<file path="config.mk">
export PLATFORM = sky130hd
export DESIGN_NAME = three_component_fitness_fatigue_filter_flat
export DESIGN_NICKNAME = d
export VERILOG_FILES = /design/src/sv/tcff_pkg.sv /design/src/sv/tcff_if.sv /design/src/sv/tcff_ctrl.sv /design/src/sv/tcff_datapath.sv /design/src/sv/three_component_fitness_fatigue_filter.sv /design/src/flat_wrapper.sv
export SDC_FILE = /design/constraint.sdc
export NUM_CORES = 2
export LEC_CHECK = 0
export BUFFER_PORTS_ARGS = -buffer_cell sky130_fd_sc_hd__buf_2
export CAP_MARGIN = 20
export CORE_ASPECT_RATIO = 0.75
export CORE_MARGIN = 2
export CORE_UTILIZATION = 58
export CTS_BUF_LIST = sky130_fd_sc_hd__clkbuf_8
export CTS_CLUSTER_SIZE = 30
export DETAILED_ROUTE_END_ITERATION = 8
export PLACE_DENSITY_LB_ADDON = 0.1
export SYNTH_ARGS = -nofsm -noshare
export SYNTH_HDL_FRONTEND = slang
export SYNTH_SLANG_ARGS = --single-unit
</file>
<file path="constraint.sdc">
create_clock -name clk_i -period 27.2 [get_ports clk_i]
set_input_delay 1.36 -clock clk_i [delete_from_list [all_inputs] [get_ports clk_i]]
set_output_delay 1.36 -clock clk_i [all_outputs]
set_load 0.02 [all_outputs]
</file>
<file path="src/sv/tcff_pkg.sv">
`timescale 1ns / 1ps
package tcff_pkg;

  localparam int unsigned DAY_BITS  = 16;
  localparam int unsigned LOAD_W    = 19;
  localparam int unsigned ACC_W     = 40;
  localparam int unsigned PERF_W    = 34;
  localparam int unsigned COMP_W    = 36;
  localparam int unsigned IDX_W     = 16;
  localparam int unsigned CFG_W     = 64;
  localparam int unsigned CFG_IDX_W = 3;
  localparam int unsigned PROD_W    = 58;
  localparam int unsigned SUM_W     = 52;

  localparam logic [CFG_IDX_W-1:0] REG_AER_COEF  = 3'd0;
  localparam logic [CFG_IDX_W-1:0] REG_GLY_COEF  = 3'd1;
  localparam logic [CFG_IDX_W-1:0] REG_NEU_COEF  = 3'd2;
  localparam logic [CFG_IDX_W-1:0] REG_AER_START = 3'd3;
  localparam logic [CFG_IDX_W-1:0] REG_GLY_START = 3'd4;
  localparam logic [CFG_IDX_W-1:0] REG_NEU_START = 3'd5;
  localparam logic [CFG_IDX_W-1:0] REG_WEIGHTS   = 3'd6;

  localparam logic [47:0] WEIGHTS_RESET = 48'd42221031817216;

  typedef enum logic [2:0] {
    OP_NONE,
    OP_FIT_DECAY,
    OP_FAT_DECAY,
    OP_FIT_GAIN,
    OP_FAT_GAIN,
    OP_WEIGHT
  } op_e;

  typedef struct packed {
    logic       start;
    logic       finish;
    op_e        op;
    logic [1:0] comp;
  } cmd_t;

  typedef struct packed {
    logic out_full;
  } status_t;

endpackage

</file>
<file path="src/sv/tcff_if.sv">
`timescale 1ns / 1ps
interface tcff_in_if;
  logic        valid;
  logic        ready;
  logic [18:0] aerobic_load;
  logic [18:0] glycolytic_load;
  logic [18:0] neuro_load;
  logic        first_day;

  modport source (output valid, aerobic_load, glycolytic_load, neuro_load, first_day,
                  input ready);
  modport sink (input valid, aerobic_load, glycolytic_load, neuro_load, first_day,
                output ready);
endinterface

interface tcff_out_if;
  logic               valid;
  logic               ready;
  logic signed [33:0] aerobic_perf;
  logic signed [33:0] glycolytic_perf;
  logic signed [33:0] neuro_perf;
  logic signed [35:0] composite_perf;
  logic signed [35:0] best_perf;
  logic [15:0]        best_day;
  logic [15:0]        day_number;

  modport source (output valid, aerobic_perf, glycolytic_perf, neuro_perf, composite_perf,
                  best_perf, best_day, day_number, input ready);
  modport sink (input valid, aerobic_perf, glycolytic_perf, neuro_perf, composite_perf,
                best_perf, best_day, day_number, output ready);
endinterface

</file>
<file path="src/sv/tcff_ctrl.sv">
`timescale 1ns / 1ps
module tcff_ctrl (
  input  logic             clk_i,
  input  logic             rst_ni,
  input  logic             in_valid_i,
  output logic             in_ready_o,
  input  tcff_pkg::status_t status_i,
  output tcff_pkg::cmd_t   cmd_o
);
  import tcff_pkg::*;

  typedef enum logic [1:0] {S_IDLE, S_RUN, S_DRAIN, S_DONE} state_e;

  state_e     state_q;
  logic [1:0] comp_q;
  logic [2:0] phase_q;

  always_comb begin
    cmd_o      = '0;
    cmd_o.op   = OP_NONE;
    cmd_o.comp = comp_q;
    in_ready_o = 1'b0;
    unique case (state_q)
      S_IDLE: begin
        in_ready_o  = 1'b1;
        cmd_o.start = in_valid_i;
      end
      S_RUN: begin
        unique case (phase_q)
          3'd0:    cmd_o.op = OP_FIT_DECAY;
          3'd1:    cmd_o.op = OP_FAT_DECAY;
          3'd2:    cmd_o.op = OP_FIT_GAIN;
          3'd3:    cmd_o.op = OP_FAT_GAIN;
          3'd5:    cmd_o.op = OP_WEIGHT;
          default: cmd_o.op = OP_NONE;
        endcase
      end
      S_DRAIN: cmd_o.op = OP_NONE;
      S_DONE:  cmd_o.finish = !status_i.out_full;
      default: cmd_o.op = OP_NONE;
    endcase
  end

  always_ff @(posedge clk_i or negedge rst_ni) begin
    if (!rst_ni) begin
      state_q <= S_IDLE;
      comp_q  <= '0;
      phase_q <= '0;
    end else begin
      unique case (state_q)
        S_IDLE: begin
          if (in_valid_i) begin
            state_q <= S_RUN;
            comp_q  <= '0;
            phase_q <= '0;
          end
        end
        S_RUN: begin
          if (phase_q == 3'd5) begin
            phase_q <= '0;
            if (comp_q == 2'd2) begin
              state_q <= S_DRAIN;
            end else begin
              comp_q <= comp_q + 2'd1;
            end
          end else begin
            phase_q <= phase_q + 3'd1;
          end
        end
        S_DRAIN: state_q <= S_DONE;
        S_DONE: begin
          if (!status_i.out_full) begin
            state_q <= S_IDLE;
          end
        end
        default: state_q <= S_IDLE;
      endcase
    end
  end

endmodule

</file>
<file path="src/sv/tcff_datapath.sv">
`timescale 1ns / 1ps
module tcff_datapath (
  input  logic                             clk_i,
  input  logic                             rst_ni,
  input  tcff_pkg::cmd_t                   cmd_i,
  output tcff_pkg::status_t                status_o,
  input  logic                             cfg_we_i,
  input  logic [tcff_pkg::CFG_IDX_W-1:0]   cfg_idx_i,
  input  logic [tcff_pkg::CFG_W-1:0]       cfg_data_i,
  input  logic [tcff_pkg::LOAD_W-1:0]      aer_load_i,
  input  logic [tcff_pkg::LOAD_W-1:0]      gly_load_i,
  input  logic [tcff_pkg::LOAD_W-1:0]      neu_load_i,
  input  logic                             first_day_i,
  output logic                             out_valid_o,
  input  logic                             out_ready_i,
  output logic signed [tcff_pkg::PERF_W-1:0] aer_perf_o,
  output logic signed [tcff_pkg::PERF_W-1:0] gly_perf_o,
  output logic signed [tcff_pkg::PERF_W-1:0] neu_perf_o,
  output logic signed [tcff_pkg::COMP_W-1:0] comp_perf_o,
  output logic signed [tcff_pkg::COMP_W-1:0] best_perf_o,
  output logic [tcff_pkg::IDX_W-1:0]       best_day_o,
  output logic [tcff_pkg::IDX_W-1:0]       day_num_o
);
  import tcff_pkg::*;

  logic [CFG_W-1:0]  coef_q [3];
  logic [CFG_W-1:0]  start_q [3];
  logic [47:0]       wts_q;

  logic [ACC_W-1:0]  fit_q [3];
  logic [ACC_W-1:0]  fat_q [3];
  logic [LOAD_W-1:0] load_q [3];
  logic signed [PERF_W-1:0] perf_q [3];
  logic signed [PROD_W-1:0] pf_q;
  logic signed [PROD_W-1:0] prod_q;
  logic signed [SUM_W-1:0]  sum_q;
  op_e               op_q;
  logic [1:0]        comp_q;

  logic signed [COMP_W-1:0] peak_q;
  logic [DAY_BITS-1:0]      peak_idx_q;
  logic [DAY_BITS-1:0]      day_q;
  logic                     out_valid_q;

  logic [15:0]              mul_a;
  logic signed [40:0]       mul_b;
  logic [63:0]              coef_sel;
  logic [ACC_W:0]           acc_sum;
  logic [ACC_W-1:0]         acc_sat;
  logic [LOAD_W-1:0]        load_sel;
  logic signed [PROD_W-1:0] diff;
  logic signed [COMP_W-1:0] composite;
  logic [31:0]              day_ext;
  logic [31:0]              peak_ext;

  assign coef_sel = coef_q[cmd_i.comp];

  always_comb begin
    mul_a = '0;
    mul_b = '0;
    unique case (cmd_i.op)
      OP_FIT_DECAY: begin
        mul_a = coef_sel[15:0];
        mul_b = signed'({1'b0, fit_q[cmd_i.comp]});
      end
      OP_FAT_DECAY: begin
        mul_a = coef_sel[31:16];
        mul_b = signed'({1'b0, fat_q[cmd_i.comp]});
      end
      OP_FIT_GAIN: begin
        mul_a = coef_sel[47:32];
        mul_b = signed'({1'b0, fit_q[cmd_i.comp]});
      end
      OP_FAT_GAIN: begin
        mul_a = coef_sel[63:48];
        mul_b = signed'({1'b0, fat_q[cmd_i.comp]});
      end
      OP_WEIGHT: begin
        mul_a = wts_q[16*cmd_i.comp +: 16];
        mul_b = 41'(perf_q[cmd_i.comp]);
      end
      default: begin
        mul_a = '0;
      end
    endcase
  end

  assign load_sel = load_q[comp_q];
  assign acc_sum  = {1'b0, prod_q[55:16]} + {6'b0, load_sel, 16'b0};
  assign acc_sat  = acc_sum[ACC_W] ? {ACC_W{1'b1}} : acc_sum[ACC_W-1:0];
  assign diff     = pf_q - prod_q;
  assign composite = sum_q[SUM_W-1:16];
  assign day_ext  = 32'(day_q);
  assign peak_ext = 32'(peak_idx_q);

  assign status_o.out_full = out_valid_q && !out_ready_i;
  assign out_valid_o = out_valid_q;

  always_ff @(posedge clk_i or negedge rst_ni) begin
    if (!rst_ni) begin
      for (int i = 0; i < 3; i++) begin
        coef_q[i]  <= '0;
        start_q[i] <= '0;
        fit_q[i]   <= '0;
        fat_q[i]   <= '0;
      end
      wts_q       <= WEIGHTS_RESET;
      op_q        <= OP_NONE;
      comp_q      <= '0;
      peak_q      <= {1'b1, {(COMP_W-1){1'b0}}};
      peak_idx_q  <= '0;
      day_q       <= '0;
      out_valid_q <= 1'b0;
    end else begin
      if (cfg_we_i) begin
        unique case (cfg_idx_i)
          REG_AER_COEF:  coef_q[0]  <= cfg_data_i;
          REG_GLY_COEF:  coef_q[1]  <= cfg_data_i;
          REG_NEU_COEF:  coef_q[2]  <= cfg_data_i;
          REG_AER_START: start_q[0] <= cfg_data_i;
          REG_GLY_START: start_q[1] <= cfg_data_i;
          REG_NEU_START: start_q[2] <= cfg_data_i;
          REG_WEIGHTS:   wts_q      <= cfg_data_i[47:0];
          default:       wts_q      <= wts_q;
        endcase
      end

      op_q   <= cmd_i.op;
      comp_q <= cmd_i.comp;
      prod_q <= signed'({1'b0, mul_a}) * mul_b;

      if (cmd_i.start && first_day_i) begin
        for (int i = 0; i < 3; i++) begin
          fit_q[i] <= {start_q[i][31:0], 8'b0};
          fat_q[i] <= {start_q[i][63:32], 8'b0};
        end
        peak_q     <= {1'b1, {(COMP_W-1){1'b0}}};
        peak_idx_q <= '0;
        day_q      <= '0;
      end

      unique case (op_q)
        OP_FIT_DECAY: fit_q[comp_q] <= acc_sat;
        OP_FAT_DECAY: fat_q[comp_q] <= acc_sat;
        default: begin
        end
      endcase

      if (cmd_i.finish) begin
        out_valid_q <= 1'b1;
        if (composite > peak_q) begin
          peak_q     <= composite;
          peak_idx_q <= day_q;
        end
        if (day_q != {DAY_BITS{1'b1}}) begin
          day_q <= day_q + 1'b1;
        end
      end else if (out_ready_i) begin
        out_valid_q <= 1'b0;
      end
    end
  end

  // Payload registers without reset.
  always_ff @(posedge clk_i) begin
    if (cmd_i.start) begin
      load_q[0] <= aer_load_i;
      load_q[1] <= gly_load_i;
      load_q[2] <= neu_load_i;
      sum_q     <= '0;
    end
    unique case (op_q)
      OP_FIT_GAIN: pf_q <= prod_q;
      OP_FAT_GAIN: perf_q[comp_q] <= diff[PROD_W-1:24];
      OP_WEIGHT:   sum_q <= sum_q + prod_q[SUM_W-1:0];
      default: begin
      end
    endcase
    if (cmd_i.finish) begin
      aer_perf_o  <= perf_q[0];
      gly_perf_o  <= perf_q[1];
      neu_perf_o  <= perf_q[2];
      comp_perf_o <= composite;
      day_num_o   <= (day_ext > 32'hFFFF) ? 16'hFFFF : day_ext[15:0];
      if (composite > peak_q) begin
        best_perf_o <= composite;
        best_day_o  <= (day_ext > 32'hFFFF) ? 16'hFFFF : day_ext[15:0];
      end else begin
        best_perf_o <= peak_q;
        best_day_o  <= (peak_ext > 32'hFFFF) ? 16'hFFFF : peak_ext[15:0];
      end
    end
  end

endmodule

</file>
<file path="src/sv/three_component_fitness_fatigue_filter.sv">
`timescale 1ns / 1ps
// Three-component fitness/fatigue filter.
// Input channel in_s carries one word per day: three unsigned Q11.8 loads and a
// first_day flag that reloads the start values and restarts the peak and day count.
// Output channel out_s carries one word per input word: the three component
// performances, the weighted composite, the best composite of the run and its day,
// and the index of this day.
// The configuration port writes one register per cycle when cfg_we_i is high; it
// must only be written while the block is idle.
// For each accepted word, one shared 16 x 41 bit multiplier runs five products
// per component, six slots each with one slot spent on the performance
// subtract, followed by the drain and done states of the controller.
// The next word is accepted the cycle after the result is registered, so a
// new word is not taken while the previous one is still being computed.
// The result sits in an output register; while the receiver stalls, a new word
// may be taken and computed, and it waits in its last cycle until the
// register frees up.
// Reset clears accumulators, the peak (to the most negative value), the day
// count and the configuration (weights to 0.5, 0.35, 0.15).
module three_component_fitness_fatigue_filter (
  input  logic                            clk_i,
  input  logic                            rst_ni,
  tcff_in_if.sink                         in_s,
  tcff_out_if.source                      out_s,
  input  logic                            cfg_we_i,
  input  logic [tcff_pkg::CFG_IDX_W-1:0]  cfg_idx_i,
  input  logic [tcff_pkg::CFG_W-1:0]      cfg_data_i
);
  import tcff_pkg::*;

  cmd_t    cmd;
  status_t status;

  tcff_ctrl u_ctrl (
    .clk_i      (clk_i),
    .rst_ni     (rst_ni),
    .in_valid_i (in_s.valid),
    .in_ready_o (in_s.ready),
    .status_i   (status),
    .cmd_o      (cmd)
  );

  tcff_datapath u_dp (
    .clk_i       (clk_i),
    .rst_ni      (rst_ni),
    .cmd_i       (cmd),
    .status_o    (status),
    .cfg_we_i    (cfg_we_i),
    .cfg_idx_i   (cfg_idx_i),
    .cfg_data_i  (cfg_data_i),
    .aer_load_i  (in_s.aerobic_load),
    .gly_load_i  (in_s.glycolytic_load),
    .neu_load_i  (in_s.neuro_load),
    .first_day_i (in_s.first_day),
    .out_valid_o (out_s.valid),
    .out_ready_i (out_s.ready),
    .aer_perf_o  (out_s.aerobic_perf),
    .gly_perf_o  (out_s.glycolytic_perf),
    .neu_perf_o  (out_s.neuro_perf),
    .comp_perf_o (out_s.composite_perf),
    .best_perf_o (out_s.best_perf),
    .best_day_o  (out_s.best_day),
    .day_num_o   (out_s.day_number)
  );

endmodule

</file>
<file path="src/flat_wrapper.sv">
// flat-port wrapper written by rule: the top's interface ports become plain ports
module three_component_fitness_fatigue_filter_flat import tcff_pkg::*;
  (clk_i, rst_ni, cfg_we_i, cfg_idx_i, cfg_data_i, in_s_valid, in_s_aerobic_load, in_s_glycolytic_load, in_s_neuro_load, in_s_first_day, in_s_ready, out_s_valid, out_s_aerobic_perf, out_s_glycolytic_perf, out_s_neuro_perf, out_s_composite_perf, out_s_best_perf, out_s_best_day, out_s_day_number, out_s_ready);
  tcff_in_if in_s_i ();
  tcff_out_if out_s_i ();
  input  logic clk_i;
  input  logic rst_ni;
  input  logic cfg_we_i;
  input  logic [tcff_pkg::CFG_IDX_W-1:0] cfg_idx_i;
  input  logic [tcff_pkg::CFG_W-1:0] cfg_data_i;
  input wire logic [$bits(in_s_i.valid)-1:0] in_s_valid;
  input wire logic [$bits(in_s_i.aerobic_load)-1:0] in_s_aerobic_load;
  input wire logic [$bits(in_s_i.glycolytic_load)-1:0] in_s_glycolytic_load;
  input wire logic [$bits(in_s_i.neuro_load)-1:0] in_s_neuro_load;
  input wire logic [$bits(in_s_i.first_day)-1:0] in_s_first_day;
  output wire logic [$bits(in_s_i.ready)-1:0] in_s_ready;
  output wire logic [$bits(out_s_i.valid)-1:0] out_s_valid;
  output wire logic [$bits(out_s_i.aerobic_perf)-1:0] out_s_aerobic_perf;
  output wire logic [$bits(out_s_i.glycolytic_perf)-1:0] out_s_glycolytic_perf;
  output wire logic [$bits(out_s_i.neuro_perf)-1:0] out_s_neuro_perf;
  output wire logic [$bits(out_s_i.composite_perf)-1:0] out_s_composite_perf;
  output wire logic [$bits(out_s_i.best_perf)-1:0] out_s_best_perf;
  output wire logic [$bits(out_s_i.best_day)-1:0] out_s_best_day;
  output wire logic [$bits(out_s_i.day_number)-1:0] out_s_day_number;
  input wire logic [$bits(out_s_i.ready)-1:0] out_s_ready;
  assign in_s_i.valid = in_s_valid;
  assign in_s_i.aerobic_load = in_s_aerobic_load;
  assign in_s_i.glycolytic_load = in_s_glycolytic_load;
  assign in_s_i.neuro_load = in_s_neuro_load;
  assign in_s_i.first_day = in_s_first_day;
  assign in_s_ready = in_s_i.ready;
  assign out_s_valid = out_s_i.valid;
  assign out_s_aerobic_perf = out_s_i.aerobic_perf;
  assign out_s_glycolytic_perf = out_s_i.glycolytic_perf;
  assign out_s_neuro_perf = out_s_i.neuro_perf;
  assign out_s_composite_perf = out_s_i.composite_perf;
  assign out_s_best_perf = out_s_i.best_perf;
  assign out_s_best_day = out_s_i.best_day;
  assign out_s_day_number = out_s_i.day_number;
  assign out_s_i.ready = out_s_ready;
  three_component_fitness_fatigue_filter u_core (.clk_i(clk_i), .rst_ni(rst_ni), .in_s(in_s_i), .out_s(out_s_i), .cfg_we_i(cfg_we_i), .cfg_idx_i(cfg_idx_i), .cfg_data_i(cfg_data_i));
endmodule
</file>
* Yosys cells after proc, flatten, opt, wreduce, memory -nomap -nowiden
Memory sizes are Yosys's and may differ from the RTL's. A register that Yosys moved wholly into a read port is not among the register bits. Cells that the tools add are included.
Storage, ports and cells: bits in registers 1025, RAM bits 159, output and inout port bits 208, memories kept 2
Memory list:
- u_core.u_dp.perf_q | words 3, bits a word 34, read ports 4, clocked after memory_dff 3, write ports 1, line tcff_datapath.sv:33 | logic signed [PERF_W-1:0] perf_q [3];
- u_core.u_dp.load_q | words 3, bits a word 19, read ports 1, clocked after memory_dff 0, write ports 3, line tcff_datapath.sv:32 | logic [LOAD_W-1:0] load_q [3];
Cells by class: add/sub/neg operators 6, $mul 1, order comparisons 6, equal/unequal tests 30, shift operators 1, multiplexer cells 58, bitwise operators 2, reductions and logical operators 23
Operators by type and width (count):
- $mux 120 | 4
- $bwmux 120 | 2
- $mux 40 | 6
- $bmux 40 s2 | 2
- $mux 16 | 9
- $mux 36 | 4
- $bmux 64 s2 | 1
- $mux 64 | 2
- $pmux 41 s3 | 1
- $mux 52 | 2
- $demux 40 s2 | 1
- $pmux 16 s5 | 1
- $mul 17x41->58 | 1
- $sub 58x58->58 | 1
- $add 52x52->52 | 1
- $shiftx 48x7->16 | 1
- $add 40x35->41 | 1
- $gt 36x36->1 | 1
- $gt 16x16->1 const B | 2
- $eq 3x2->1 const B | 8
- $eq 3x3->1 const B | 8
- $add 16x1->16 const B | 1
- $ne 16x16->1 const B | 1
- $reduce_and 2->1 | 8
- 23 further kinds | 58

* Logic depth before layout (Yosys ltp)
word-level depth 7, depth in mapped cells 38, mapped depth without buffers 34

* Hierarchy
From an unflattened synthesis, not the netlist that was laid out.
Second synthesis, totals: cell total of the unflattened synthesis 7847, area total of the unflattened synthesis 83184.8 µm²
Modules (own cells, without submodules):
- tcff_datapath | instances 1, cells each 7791, area an instance 82603.0 µm²
- tcff_ctrl | instances 1, cells each 56, area an instance 581.8 µm²

* Worst setup path after synthesis
No wires, ideal clock.
path type register to register, start point reg u_core.u_ctrl.state_q[1], end point reg u_core.u_dp.prod_q[50] (data pin), library setup time 0.266 ns, data arrival time 8.401 ns, required time 26.934 ns, slack 18.532 ns, cell stages (with the launch flop) 36, path buffers 6, cell sequence dfrtp_1 inv_1 ha_1 nand2b_1 clkbuf_1 nor2_1 and2_1 clkbuf_1 clkbuf_1 a22oi_1 a21oi_1 a211o_1 clkbuf_1 buf_1 nand2_1 fa_1 fa_1 fa_1 fa_1 inv_1 fa_1 inv_1 fa_1 inv_1 ha_1 buf_2 nand4_1 nor3_1 o31a_2 o2111ai_2 a2111o_1 o211ai_2 a311oi_2 or4b_1 a221oi_2 xor2_1
Between the ends: longest elaborated chain between the ends 6, elaborated cells on any way between the ends 12, classes of those cells mul: 1; eq/ne: 6; mux: 3; reduce/logical: 2
RTL lines:
- start: declaration | line tcff_ctrl.sv:14 | state_e state_q;
- start signal: assignment | line tcff_ctrl.sv:46 | state_q <= S_IDLE;
- start signal: assignment | line tcff_ctrl.sv:53 | state_q <= S_RUN;
- start signal: assignment | line tcff_ctrl.sv:62 | state_q <= S_DRAIN;
- $eq 2x1->1 (*) | line tcff_ctrl.sv:23 | unique case (state_q)
- $mux 3 (*) | line tcff_ctrl.sv:23
- $eq 3x3->1, or another cell as far along | line tcff_datapath.sv:61 | unique case (cmd_i.op)
- $reduce_or 2->1 (no line)
- $pmux 41 s3 | line tcff_datapath.sv:61
- $mul 17x41->58 (*) | line tcff_datapath.sv:130 | prod_q <= signed'({1'b0, mul_a}) * mul_b;
- end signal: assignment | line tcff_datapath.sv:130
- end: declaration | line tcff_datapath.sv:35 | logic signed [PROD_W-1:0] prod_q;
Mark *: on every way between the ends. The rest lies on a longest branch, timed or not. A chain may end at the register's enable or synchronous reset.

* Worst setup path in the final report
start point reg u_core.u_ctrl.state_q[1], end point reg u_core.u_dp.prod_q[55] (data pin)
The elaborated chain is that of the path after synthesis.

==> out/qor.csv <==
stage;metric;value;unit
grt;initial antenna violation count;16;
finish;final core utilization;63.8;%
sta;clk_skew;0.0665;ns
drt;Iteration-0 DRC Markers;7145;
critical_path;Critical Path RT;27.93;ns
grt;first-pass GRT wire length;390000;um
synthesis;YS warnings;0;
drt;vias;61000;
synthesis;Syn Area/Cell;10.7;sq um
grt;vias in the first global route;60100;
status;status;finished, final reports clean;
synthesis;post-synth top area share;22.2;%
critical_path;CP startpoint kind;flop;
clock_network;number of buffers created by CTS;196;
critical_path;FF-to-FF End;u_core.u_dp.prod_q[55];
drt;DR pass1 iterations;7;
synthesis;Yosys reg bits;1320;
min_path;worst hold path class;in2async;
power_and_ir_drop;IR Drop Worst-Case VDD;0.0677;mV
die;Ports;338;
die;die width;441;um
clock_network;clock buffer depth;3;
critical_path;CP Max Fanout;33;
critical_path;slowest stage cell, crit path;nand3_1;
drt;# DRC;0;
finish;layout cells sized above 1;16.2;%
synthesis;main flop type after synthesis;dfrtp_1;
clock_network;post-CTS sizing;0;
critical_path;path depth of the worst reg2reg path;30;
synthesis;register area share after synthesis;43.3;%
sta;Max Clk Rate;90.2;MHz
clock_network;Worst-Skew Late Latency;0.99;ns
critical_path;CP Class;reg2reg;
die;Die ar.;146000;sq um
grt;grt total ovfl;0;
synthesis;Mapped Area;83000;sq um
drt;Antenna Nets Post-Route;0;
critical_path;critical path's most frequent cell;fa_1;
grt;GR Util All Layers;36.1;%
clock_network;clock-pin slew on the worst setup and hold paths;0.06;ns
synthesis;Synth async-reset ratio;57.0;%
power_and_ir_drop;P per Cell Area;111;nW/um^2
sta;Total Neg Setup Slack;0;ns
sta;Pins Over Slew Limit;0;
synthesis;top cells by area, synth;dfrtp_1 (22%), edfxtp_1 (21%), fa_1 (15%);
critical_path;Worst path max stage delay;0.85;ns
finish;Layout area overhead;9.38;%
clock_network;hold buffer count at cts;0;
finish;Final nets;9032;
placed_design;RD Place Congestion;0.962;
sta;worst slew pin tran;1.27;ns
finish;fillcell total;11400;
power_and_ir_drop;Tot Pwr;10.0;mW
drt;DR WL/cell;26.1;um
sta;endpoints failing hold;0;
synthesis;syn nets;8773;
clock_network;clock net sink count;1320;
critical_path;RR Startpoint;u_core.u_ctrl.state_q[1];
synthesis;Syn Inst Count;7723;
die;Die Height;332;um
die;Site Rows;120;
sta;fin crit period;11.09;ns
clock_network;TritonCTS clock tree;yes;
clock_network;# H-tree levels;4;
grt;largest net degree at the start of global routing;110;
sta;RSZ-0062 raised after global routing;no;
die;CORE AREA;142000;sq um
critical_path;FF-to-FF setup slack;16.11;ns
synthesis;cell taking the most area after synthesis;dfrtp_1;
clock_network;post-CTS setup buffers;0;
drt;DRT Wirelength;262000;um
sta;Slew headroom;15.6;%
power_and_ir_drop;Leakage;40.5;nW
placed_design;Detailed Place HPWL;189000;um
synthesis;Netlist cell types;80;
drt;Via density;6.07;
placed_design;port bufs;337;
synthesis;EDFF count, synth;567;
clock_network;CTS Root Cell;clkbuf_8;
sta;fin crit share;40.8;%
run;maxcap violations;0;
die;Starting Density;58.3;%
sta;# setup viols final;0;
critical_path;Crit. End Element;flop;
critical_path;critical path arrival;11.82;ns
-- cell type report --
type | instances | area (sq um) | share of cell area [%]
well taps | 1891 | 2370 | 2.61
repair buffers | 469 | 2760 | 3.04
inverters | 921 | 3460 | 3.82
multi-input cells | 5074 | 42400 | 46.7
clock inverters | 139 | 845 | 0.931
clock buffers | 222 | 3060 | 3.37
diodes | 3 | 7.51 | 0.00827
flip-flops and latches | 1320 | 35900 | 39.6
-- Yosys cell counts, types with 87 or more instances --
cell type,instances
nand2_1,1092
inv_1,918
dfrtp_1,736
fa_1,617
edfxtp_1,567
nor2_1,530
mux2_2,454
clkbuf_1,352
ha_1,303
o21ai_0,288
mux2i_1,278
a21oi_1,218
a31oi_1,187
a21o_1,115
nor3_1,100
nand3_1,90
xnor2_1,87
-- layer usage --
metal	track usage, %	share of wire, %
met3	12.4	13
met2	49.4	41
met4	11.2	3.2
met1	53.9	43
met5	0	0.0050
-- worst max-delay path by stage --
stage,start,end
2_1_floorplan,u_core.u_ctrl.state_q[1],u_core.u_dp.prod_q[50]
3_3_place_gp,u_core.u_ctrl.state_q[1],u_core.u_dp.prod_q[55]
3_5_place_dp,u_core.u_ctrl.state_q[1],u_core.u_dp.prod_q[55]
4_1_cts,u_core.u_ctrl.state_q[1],u_core.u_dp.prod_q[55]
5_1_grt,u_core.u_ctrl.state_q[1],u_core.u_dp.prod_q[55]
6_report,u_core.u_ctrl.state_q[1],u_core.u_dp.prod_q[55]
-- kinds of logic (layout without fill, tap and decap cells) --
kind of cell	Yosys count	count (layout)	synth area share (%)
AOI/OAI and AO/OA	1132	1132	8.53
other	0	3	0
muxes	762	762	10.3
adders and majority gates	920	920	19.5
buffers and inverters	1329	1751	6.05
DFF	1320	1320	43.3
and+or+nand+nor	2116	2116	10.9
xor gates and xnor gates	144	144	1.52
-- critical path: cells and delay by family (launching register included) --
| family | cells | cell delay, ns |
|---|---|---|
| adder cells (fa/ha/maj) | 8 | 3.92 |
| AO/OA/AOI/OAI | 7 | 2.66 |
| AND/OR/NAND/NOR | 7 | 1.84 |
| buffers and inverters | 7 | 1.71 |
| XOR/XNOR | 1 | 0.29 |
| flip-flops | 1 | 0.40 |
-- cell usage in the layout (no fill, tap or decap), types with 16 or more instances in the layout --
| cell | count |
|---|---|
| a211oi_1 | 18 |
| a21o_1 | 115 |
| a21oi_1 | 217 |
| a22oi_1 | 27 |
| a31oi_1 | 187 |
| and2_1 | 30 |
| and3_1 | 46 |
| buf_2 | 337 |
| buf_4 | 123 |
| clkbuf_8 | 222 |
| clkinv_1 | 16 |
| clkinv_2 | 22 |
| dfrtp_1 | 733 |
| dfstp_2 | 17 |
| edfxtp_1 | 567 |
| fa_1 | 617 |
| ha_1 | 303 |
| inv_1 | 1000 |
| mux2_2 | 454 |
| mux2i_1 | 278 |
| mux4_2 | 30 |
| nand2_1 | 1084 |
| nand2b_1 | 46 |
| nand3_1 | 89 |
| nand4_1 | 45 |
| nor2_1 | 525 |
| nor2b_1 | 70 |
| nor3_1 | 97 |
| o211ai_1 | 50 |
| o21a_1 | 19 |
| o21ai_0 | 277 |
| o21ai_2 | 16 |
| o21bai_1 | 16 |
| o22ai_1 | 45 |
| xnor2_1 | 87 |
| xor2_1 | 57 |
-- power by group --
group / switching, mW / internal (mW)
Sequential: 0.361 / 2.75
Clock: 0.822 / 0.804
Combinational: 3.62 / 1.69
-- registers in the layout (all words and copies together), names as in the netlist, 34 cells and up --
name                     flops
u_core.u_dp.fat_q          120
out_s_neuro_perf            34
u_core.u_dp.perf_q         136
u_core.u_dp.start_q        192
u_core.u_dp.sum_q           52
out_s_aerobic_perf          34
u_core.u_dp.coef_q         192
out_s_glycolytic_perf       34
u_core.u_dp.wts_q           48
u_core.u_dp.peak_q          36
u_core.u_dp.load_q          57
u_core.u_dp.comp_perf_o     36
u_core.u_dp.fit_q          120
u_core.u_dp.prod_q          58
u_core.u_dp.pf_q            58
u_core.u_dp.best_perf_o     36
-- per-stage QoR --
step	area, sq um	hold slack (ns)	setup WS, ns	instances
2_1_floorplan	83000	0.352	18.53	7723
3_3_place_gp	86700	0.429	15.95	9664
3_5_place_dp	86800	0.430	16.55	9669
4_1_cts	90700	0.391	16.47	10000
5_1_grt	90800	0.448	15.86	10000
6_report	90800	0.393	16.11	10000
Note: power is estimated with default switching activity, not from simulation.
